===== src/hw/rtl/slot_vector_mod_alu_assert.svh =====
// assertion macros for the slot vector modular alu
// included by modules that carry concurrent checks
`ifndef SLOT_VECTOR_MOD_ALU_ASSERT_SVH
`define SLOT_VECTOR_MOD_ALU_ASSERT_SVH
`ifndef SYNTH
`define SVMA_ASSERT(label, clk, rst, prop) \
  label: assert property (@(posedge clk) disable iff (rst) prop) else $error("check failed");
`define SVMA_ASSERT_NR(label, clk, prop) \
  label: assert property (@(posedge clk) prop) else $error("check failed");
`else
`define SVMA_ASSERT(label, clk, rst, prop)
`define SVMA_ASSERT_NR(label, clk, prop)
`endif
`endif


===== src/hw/rtl/svma_pkg.sv =====
// shared types and codes for the slot vector modular alu
// no dependencies
`timescale 1ns / 1ps
`default_nettype none
package svma_pkg;
  localparam int FUNC_BITS = 3;
  localparam int IDX_BITS = 12;
  localparam int SHIFT_BITS = 16;
  localparam int DATA_BITS = 32;

  typedef enum logic [2:0] {
    FN_WRITE  = 3'd0,
    FN_ADD    = 3'd1,
    FN_SUB    = 3'd2,
    FN_MUL    = 3'd3,
    FN_NEG    = 3'd4,
    FN_READ   = 3'd5,
    FN_SWAP   = 3'd6,
    FN_ROTATE = 3'd7
  } func_t;

  // classified command handed from front to back
  typedef struct packed {
    func_t                  func;
    logic                   in_range;
    logic [IDX_BITS-1:0]    idx;
    logic [DATA_BITS-1:0]   operand;
    logic signed [SHIFT_BITS-1:0] shift;
  } cmd_t;

  typedef enum logic [3:0] {
    ST_IDLE,
    ST_LOAD,
    ST_MUL,
    ST_PREP,
    ST_RED,
    ST_FIX,
    ST_STORE,
    ST_SHRED,
    ST_COPY,
    ST_PERM,
    ST_DONE
  } state_t;
endpackage
`default_nettype wire


===== src/hw/rtl/svma_front.sv =====
// front end: accepts items, classifies them, queues commands
// depends on svma_pkg
`timescale 1ns / 1ps
`default_nettype none
module svma_front #(
  parameter int SLOTS = 16
) (
  input  wire                            clk,
  input  wire                            rst,
  input  wire                            s_valid,
  output logic                           s_ready,
  input  wire [svma_pkg::FUNC_BITS-1:0]  func,
  input  wire [svma_pkg::IDX_BITS-1:0]   slot_index,
  input  wire [svma_pkg::DATA_BITS-1:0]  operand_value,
  input  wire [svma_pkg::SHIFT_BITS-1:0] shift_amount,
  output logic                           q_valid,
  input  wire                            q_ready,
  output svma_pkg::cmd_t                 q_cmd
);
  import svma_pkg::*;

  // two-entry queue
  cmd_t       mem [2];
  logic       wptr, rptr;
  logic [1:0] count;
  cmd_t       cin;
  logic       push, pop;

  always_comb begin
    cin.func     = func_t'(func);
    cin.in_range = ({20'd0, slot_index} < 32'(SLOTS));
    cin.idx      = slot_index;
    cin.operand  = operand_value;
    cin.shift    = shift_amount;
  end

  assign s_ready = (count != 2'd2);
  assign push    = s_valid && s_ready;
  assign q_valid = (count != 2'd0);
  assign pop     = q_valid && q_ready;
  assign q_cmd   = mem[rptr];

  always_ff @(posedge clk) begin
    if (push) begin
      mem[wptr] <= cin;
    end
  end

  always_ff @(posedge clk) begin
    if (rst) begin
      wptr  <= 1'b0;
      rptr  <= 1'b0;
      count <= 2'd0;
    end else begin
      if (push) wptr <= ~wptr;
      if (pop) rptr <= ~rptr;
      count <= count + {1'b0, push} - {1'b0, pop};
    end
  end

  `include "slot_vector_mod_alu_assert.svh"
  `SVMA_ASSERT(a_no_overflow, clk, rst, (count == 2'd2) |-> !push)
  `SVMA_ASSERT(a_no_underflow, clk, rst, (count == 2'd0) |-> !pop)
  `SVMA_ASSERT(a_count_track, clk, rst, (push && !pop) |=> (count == $past(count) + 2'd1))
endmodule
`default_nettype wire


===== src/hw/rtl/svma_back.sv =====
// back end: slot memory, modular arithmetic, swaps and rotations, output register
// depends on svma_pkg
`timescale 1ns / 1ps
`default_nettype none
module svma_back #(
  parameter int SLOTS      = 16,
  parameter int VALUE_BITS = 32
) (
  input  wire                           clk,
  input  wire                           rst,
  input  wire [svma_pkg::DATA_BITS-1:0] modulus,
  input  wire                           q_valid,
  output logic                          q_ready,
  input  svma_pkg::cmd_t                q_cmd,
  output logic                          m_valid,
  input  wire                           m_ready,
  output logic [svma_pkg::DATA_BITS-1:0] slot_result
);
  import svma_pkg::*;

  localparam int AW   = (SLOTS > 1) ? $clog2(SLOTS) : 1;
  localparam int HALF = SLOTS / 2;
  localparam int HW   = (HALF > 1) ? $clog2(HALF) + 1 : 2;
  localparam int VB   = VALUE_BITS;
  localparam int CW   = AW + 1;

  state_t state, state_next;

  logic [VB-1:0]   store [SLOTS];
  logic [VB-1:0]   copy  [SLOTS];
  logic            vld   [SLOTS];

  cmd_t            cmd;
  logic [VB-1:0]   m_eff;
  logic [VB-1:0]   x, a;
  logic [2*VB-1:0] prod;
  logic [VB:0]     rem;
  logic [6:0]      bitc;
  logic [VB-1:0]   res;
  logic [CW-1:0]   cnt;
  logic [HW-1:0]   r_sh;
  logic [16:0]     shv;

  logic [VB-1:0]   mlo;
  logic [VB-1:0]   rd_val;
  logic [VB-1:0]   cp_val;
  logic [AW-1:0]   cidx, sidx;
  logic [HW-1:0]   jsum;

  assign mlo   = modulus[VB-1:0];
  assign cidx  = cnt[AW-1:0];
  assign rd_val = vld[cmd.idx[AW-1:0]] ? store[cmd.idx[AW-1:0]] : '0;

  // permutation source index for the current destination cnt
  always_comb begin
    logic [HW-1:0] col;
    logic          hi;
    col  = '0;
    hi   = 1'b0;
    jsum = '0;
    sidx = cidx;
    if (HALF >= 1) begin
      hi  = ({1'b0, cnt} >= (CW+1)'(HALF));
      col = hi ? HW'(cnt - CW'(HALF)) : HW'(cnt);
      jsum = col + r_sh;
      if (jsum >= HW'(HALF)) jsum = jsum - HW'(HALF);
      if (state == ST_PERM && cmd.func == FN_SWAP)
        sidx = hi ? AW'(col) : AW'(col + HW'(HALF));
      else
        sidx = hi ? AW'(jsum + HW'(HALF)) : AW'(jsum);
    end
  end
  assign cp_val = copy[sidx];

  // next state
  always_comb begin
    state_next = state;
    case (state)
      ST_IDLE: if (q_valid && !m_valid) state_next = ST_LOAD;
      ST_LOAD: begin
        if (cmd.func == FN_SWAP)
          state_next = (SLOTS >= 2) ? ST_COPY : ST_DONE;
        else if (cmd.func == FN_ROTATE)
          state_next = (SLOTS >= 2) ? ST_SHRED : ST_DONE;
        else if (!cmd.in_range) state_next = ST_DONE;
        else if (cmd.func == FN_READ) state_next = ST_DONE;
        else state_next = ST_MUL;
      end
      ST_MUL:   state_next = ST_PREP;
      ST_PREP:  state_next = ST_RED;
      ST_RED:   if (bitc == 7'd0) state_next = ST_FIX;
      ST_FIX:   state_next = ST_STORE;
      ST_STORE: state_next = ST_DONE;
      ST_SHRED: if (bitc == 7'd0) state_next = ST_COPY;
      ST_COPY:  if (cnt == CW'(SLOTS - 1)) state_next = ST_PERM;
      ST_PERM:  if (cnt == CW'(2*HALF - 1)) state_next = ST_DONE;
      ST_DONE:  state_next = ST_IDLE;
      default:  state_next = ST_IDLE;
    endcase
  end

  // outputs
  always_comb begin
    q_ready = (state == ST_IDLE) && !m_valid;
  end

  always_ff @(posedge clk) begin
    if (rst) state <= ST_IDLE;
    else     state <= state_next;
  end

  always_ff @(posedge clk) begin
    if (rst) begin
      m_valid <= 1'b0;
    end else if (state == ST_DONE) begin
      m_valid <= 1'b1;
    end else if (m_ready) begin
      m_valid <= 1'b0;
    end
  end

  always_ff @(posedge clk) begin
    if (rst) begin
      for (int i = 0; i < SLOTS; i++) vld[i] <= 1'b0;
    end else begin
      if (state == ST_STORE) vld[cmd.idx[AW-1:0]] <= 1'b1;
      if (state == ST_PERM) vld[cidx] <= 1'b1;
    end
  end

  always_ff @(posedge clk) begin
    case (state)
      ST_IDLE: begin
        cmd <= q_cmd;
        cnt <= '0;
      end
      ST_LOAD: begin
        m_eff <= (mlo < VB'(2)) ? VB'(1) : mlo;
        x     <= rd_val;
        a     <= cmd.operand[VB-1:0];
        res   <= rd_val;
        // magnitude of the step, sign reapplied after reduction
        shv   <= cmd.shift[15] ? {1'b0, -cmd.shift} : {1'b0, cmd.shift};
        bitc  <= 7'd16;
        if (!cmd.in_range) res <= '0;
      end
      ST_MUL: begin
        case (cmd.func)
          FN_WRITE: prod <= {{VB{1'b0}}, a};
          FN_ADD:   prod <= {{(VB-1){1'b0}}, {1'b0, x} + {1'b0, a}};
          // x - a plus a multiple of m, never negative
          FN_SUB:   prod <= {m_eff, x} - {{VB{1'b0}}, a};
          FN_MUL:   prod <= x * a;
          default:  prod <= {{VB{1'b0}}, x};
        endcase
        bitc <= 7'(2*VB);
        rem  <= '0;
      end
      ST_PREP: ;
      ST_RED: begin
        // restoring reduction, one product bit per cycle
        if (bitc != 7'd0) begin
          logic [VB+1:0] t;
          t = {rem, prod[2*VB-1]};
          if (t >= {2'b0, m_eff}) t = t - {2'b0, m_eff};
          rem  <= t[VB:0];
          prod <= {prod[2*VB-2:0], 1'b0};
          bitc <= bitc - 7'd1;
        end
      end
      ST_FIX: begin
        case (cmd.func)
          FN_NEG: res <= (rem == '0) ? '0 : VB'(m_eff - VB'(rem));
          default: res <= VB'(rem);
        endcase
      end
      ST_STORE: ;
      ST_SHRED: begin
        if (bitc != 7'd0) begin
          // take off half-row multiples, one power of two per cycle
          if ({15'd0, shv} >= (32'(HALF) << (bitc - 7'd1)))
            shv <= shv - 17'(32'(HALF) << (bitc - 7'd1));
          bitc <= bitc - 7'd1;
        end else begin
          if (cmd.shift[15] && shv != '0) r_sh <= HW'(HALF) - HW'(shv);
          else r_sh <= HW'(shv);
        end
      end
      ST_COPY: begin
        if (cmd.func == FN_SWAP) r_sh <= '0;
        if (cnt == CW'(SLOTS - 1)) cnt <= '0;
        else cnt <= cnt + CW'(1);
      end
      ST_PERM: cnt <= cnt + CW'(1);
      ST_DONE: begin
        slot_result <= (cmd.func == FN_SWAP || cmd.func == FN_ROTATE) ? '0
                       : {{(DATA_BITS-VB){1'b0}}, res};
      end
      default: ;
    endcase
  end

  always_ff @(posedge clk) begin
    if (state == ST_STORE) store[cmd.idx[AW-1:0]] <= res;
    if (state == ST_COPY) copy[cidx] <= vld[cidx] ? store[cidx] : '0;
    if (state == ST_PERM) store[cidx] <= cp_val;
  end

  `include "slot_vector_mod_alu_assert.svh"
  `SVMA_ASSERT(a_hold_result, clk, rst, (m_valid && !m_ready) |=> m_valid)
  `SVMA_ASSERT(a_no_take_busy, clk, rst, (state != ST_IDLE) |-> !q_ready)
  `SVMA_ASSERT(a_done_sets, clk, rst, (state == ST_DONE) |=> m_valid)
endmodule
`default_nettype wire


===== src/hw/rtl/slot_vector_mod_alu.sv =====
// slot vector modular alu: one item at a time, result held in an output register
// arithmetic items go through a bit-serial 64-bit reduction
// column swap copies and permutes the slots, row rotation does the same after a
// 16-step shift reduction
// reset: slots read as zero via valid bits, modulus returns to 65537
`timescale 1ns / 1ps
`default_nettype none
module slot_vector_mod_alu #(
  parameter int SLOTS      = 16,
  parameter int VALUE_BITS = 32
) (
  input  wire         clk,
  input  wire         rst,
  input  wire         cfg_we,
  input  wire [31:0]  cfg_wdata,
  input  wire         s_axis_tvalid,
  output logic        s_axis_tready,
  input  wire [63:0]  s_axis_tdata,  // slot_index[11:0], operand_value[43:12], shift[59:44]
  input  wire [2:0]   s_axis_tuser,  // func
  output logic        m_axis_tvalid,
  input  wire         m_axis_tready,
  output logic [31:0] m_axis_tdata   // slot_result
);
  import svma_pkg::*;

  logic [31:0] modulus;
  logic        q_valid, q_ready;
  cmd_t        q_cmd;

  always_ff @(posedge clk) begin
    if (rst) modulus <= 32'd65537;
    else if (cfg_we) modulus <= cfg_wdata;
  end

  svma_front #(.SLOTS(SLOTS)) u_front (
    .clk, .rst,
    .s_valid(s_axis_tvalid), .s_ready(s_axis_tready),
    .func(s_axis_tuser), .slot_index(s_axis_tdata[11:0]),
    .operand_value(s_axis_tdata[43:12]), .shift_amount(s_axis_tdata[59:44]),
    .q_valid, .q_ready, .q_cmd
  );

  svma_back #(.SLOTS(SLOTS), .VALUE_BITS(VALUE_BITS)) u_back (
    .clk, .rst, .modulus,
    .q_valid, .q_ready, .q_cmd,
    .m_valid(m_axis_tvalid), .m_ready(m_axis_tready), .slot_result(m_axis_tdata)
  );
endmodule
`default_nettype wire


===== config.mk =====
export PLATFORM = sky130hd
export DESIGN_NAME = slot_vector_mod_alu
export DESIGN_NICKNAME = d
export VERILOG_FILES = /design/src/hw/rtl/svma_pkg.sv /design/src/hw/rtl/svma_front.sv /design/src/hw/rtl/svma_back.sv /design/src/hw/rtl/slot_vector_mod_alu.sv
export VERILOG_INCLUDE_DIRS = /design/src /design/src/hw/rtl
export SDC_FILE = /design/constraint.sdc
export NUM_CORES = 2
export LEC_CHECK = 0
export BUFFER_PORTS_ARGS = -buffer_cell sky130_fd_sc_hd__buf_2
export CELL_PAD_IN_SITES_DETAIL_PLACEMENT = 0
export CELL_PAD_IN_SITES_GLOBAL_PLACEMENT = 2
export CORE_UTILIZATION = 47
export DETAILED_ROUTE_END_ITERATION = 8
export PLACE_DENSITY_LB_ADDON = 0.1
export SYNTH_ARGS = -nofsm -noshare
export SYNTH_HDL_FRONTEND = slang
export SYNTH_SLANG_ARGS = --single-unit
export TNS_END_PERCENT = 20

===== constraint.sdc =====
create_clock -name clk -period 20.8 [get_ports clk]
set_input_delay 4.16 -clock clk [delete_from_list [all_inputs] [get_ports clk]]
set_output_delay 4.16 -clock clk [all_outputs]
set_load 0.02 [all_outputs]

==> impl_metrics.env <==
export IMPL_yosys_warnings=0
export IMPL_r2r_cells=24
export IMPL_slew_viol_final=0
export IMPL_hold_viol=0
export IMPL_synth_area_leader_cell="edfxtp_1"
export IMPL_cp_depth=24
export IMPL_synthTopCellsByCount="1481 x edfxtp_1, 1048 x inv_1, 900 x fa_1"
export IMPL_avgSynthCellArea_sq_um=12.6
export IMPL_htree_num_levels=4
export IMPL_clock_fmax_mhz=105
export IMPL_grt_use_total=0.286
export IMPL_synthArstFlopShare=0
export IMPL_postSynthCellCount=8456
export IMPL_grt_overflow=0
export IMPL_cp_top_family="adder cells"
export IMPL_first_pass_iters=6
export IMPL_grt_max_degree=139
export IMPL_die_area_sq_um=228000
export IMPL_fin_crit_ps=9510
export IMPL_synth_edf_count=1481
export IMPL_multi_input_area_sq_um=54800
export IMPL_antenna_left=0
export IMPL_worst_path_max_fanout=27
export IMPL_clock_skew_ps=40.2
export IMPL_clock_latency_ps=820
export IMPL_maxCapViolCount=0
export IMPL_io_buffers=133
export IMPL_ys_types=92
export IMPL_core_area_sq_um=225000
export IMPL_cts_sink_count=1542
export IMPL_synth_top_area_share=0.419
export IMPL_grt_first_pass_wirelength_microns=478000
export IMPL_nets=9843
export IMPL_worst_ep_arrival_time_ps=10020
export IMPL_final_util=0.513
export IMPL_route_detailed_drc=0
export IMPL_clk_pin_slew_worst_paths_ps=90
export IMPL_dieHeight_microns=477
export IMPL_crit_buf_inv=4
export IMPL_grt_pass1_vias=71560
export IMPL_syn_nets=9880
export IMPL_drive_above_1_share=0.136
export IMPL_fp_dieW_microns=477
export IMPL_pin_count=138
export IMPL_end_kind="flip-flop"
export IMPL_tns_ps=0
export IMPL_path_class="flip-flop to flip-flop"
export IMPL_slowest_delay_ps=830
export IMPL_grt_setup_unrepaired="false"
export IMPL_setup_viol_count_final=0
export IMPL_holdBufCountCts=0
export IMPL_ys_ff_latch=1542
export IMPL_critPathLaunchType="flip-flop"
export IMPL_wirelength_microns=322000
export IMPL_ys_seq_area_frac=0.430
export IMPL_maxSlewHeadroom=0.142
export IMPL_run_status="completed"
export IMPL_antenna_found_initial=13
export IMPL_worstHoldPathType="flip-flop to flip-flop"
export IMPL_crit_required_ps=21310
export IMPL_first_iter_violations=5333
export IMPL_globalplace_congestion=0.938
export IMPL_via_per_inst=5.89
export IMPL_dp_hpwl_microns=222000
export IMPL_syn_to_final_growth_pct=8.59
export IMPL_worst_pin_slew_ps=1280
export IMPL_whs_path_depth=0
export IMPL_initial_utilization=0.472
export IMPL_synthFlopType="edfxtp_1"
export IMPL_numCtsBuffers=151
export IMPL_cts_setup_buffers=0
export IMPL_hold_ws_ps=398
export IMPL_slowest_stage="edfxtp_1"
export IMPL_cts_resized_gates=0
export IMPL_placed_cells=11258
export IMPL_root_buffer="clkbuf_16"
export IMPL_synth_most_common_cell="edfxtp_1"
export IMPL_rows=174
export IMPL_wire_per_inst_microns=27.9
export IMPL_cts_buffer_depth=3
export IMPL_seq_area_sq_um=45700
export IMPL_period_share=0.457
export IMPL_vias=67984
export IMPL_n_fill_cell=19630
export IMPL_stdcell_count=11545
export IMPL_crit_top_cell="fa_1"
export IMPL_synth_area_leaders="edfxtp_1 42%, fa_1 17%, mux4_2 9.8%"
export IMPL_cts_tree="yes"
export IMPL_crit_chain="buf_4, nand2_1, fa_1, fa_1, fa_1, fa_1, inv_1, fa_1, fa_1, fa_1, inv_1, fa_1, inv_1, ha_1, nand2_1, nor3_1, nand2_1, nor3_1, a21oi_1, a31oi_1, a21oi_1, a21oi_1, mux2i_1, o211ai_1"
export IMPL_synthesis_area_sq_um=106000
## layer usage
layer  GRT usage  routed length, microns  vias up
met4       0.117                   14400        2
li1            -                       -    29462
met2       0.487                  160000     2154
met5           0                      13        -
met3      0.0339                   17400      501
met1       0.373                  130000    35865
## final cells by class
class,instances,share of cell area
tap,2992,0.0325
clock inverter,94,0.00880
sequential,1542,0.397
inverter,1052,0.0343
timing repair buffer,310,0.0177
multi-input combinational,5362,0.476
clock buffer,188,0.0344
antenna,5,0.000109
## stage by stage
stage	instance area, sq um	setup WS, ps
after floorplan	106000	12210
after global placement	110000	11340
after detailed placement	110000	11450
after CTS	115000	11380
after global routing	115000	11110
final	115000	11290
## path summary, 6_finish.rpt
path	from	to	slack, ps
min	u_back.cmd[18]	u_back.a[2]	400
max	u_back.x[27]	u_back.prod[62]	11290
min reg2reg	u_back.cmd[18]	u_back.a[2]	400
max reg2reg	u_back.x[27]	u_back.prod[62]	11290
## placed cells by master (no fill, tap or decap), types with 28 or more instances in the layout
cell,Yosys,routed
nor2_1,424,403
nand2b_1,40,40
dfxtp_1,61,56
ha_1,420,420
buf_4,1,173
mux2_2,88,88
nor3_1,80,77
a21o_1,75,75
a211oi_1,40,40
a22oi_1,39,39
fa_1,900,900
or3_1,28,28
nor4_1,51,51
and2_1,622,611
clkbuf_16,0,153
xnor2_1,122,122
nand2_1,682,680
clkinv_1,1,28
a31oi_1,34,34
xor2_1,59,59
nand3_1,65,65
and3_1,33,28
edfxtp_1,1481,1481
nor2b_1,77,76
a21oi_1,302,297
o22ai_1,33,33
clkbuf_1,422,34
o21ai_0,210,207
inv_1,1048,1047
buf_2,42,133
nand4_1,41,41
o21bai_1,38,38
mux2i_1,91,91
mux4_2,460,460
o21ai_1,26,29
## registers in the layout (all words and copies together) (netlist names), named ones only
name and count:
u_back.copy 512, u_back.vld 16, u_front.rptr 1, u_back.store 512, u_back.res 32, u_front.count 2
u_back.a 32, u_back.bitc 7, u_back.r_sh 3, u_back.cnt 5, u_back.rem 33, modulus 32
u_back.state 4, u_front.mem 112, u_back.cmd 56, u_back.m_valid 1, u_back.x 32, u_back.shv 17
u_back.prod 64, u_back.m_eff 32, u_back.slot_result 32, u_front.wptr 1
## cells by family (layout without fill, tap and decap cells)
| group | Yosys count | count (layout) | share of synthesized area |
|---|---|---|---|
| compound gates | 1023 | 1023 | 0.0618 |
| flops | 1542 | 1542 | 0.430 |
| mux | 639 | 639 | 0.116 |
| buf+inv | 1552 | 1644 | 0.0555 |
| simple gates | 2199 | 2199 | 0.103 |
| xor+xnor | 181 | 181 | 0.0149 |
| other cells | 0 | 5 | 0 |
| fa+ha+maj | 1320 | 1320 | 0.219 |
Power is left out: the tool's default activity adds up to more than one toggle a clock period on the data nets, which glitch-free logic cannot reach.
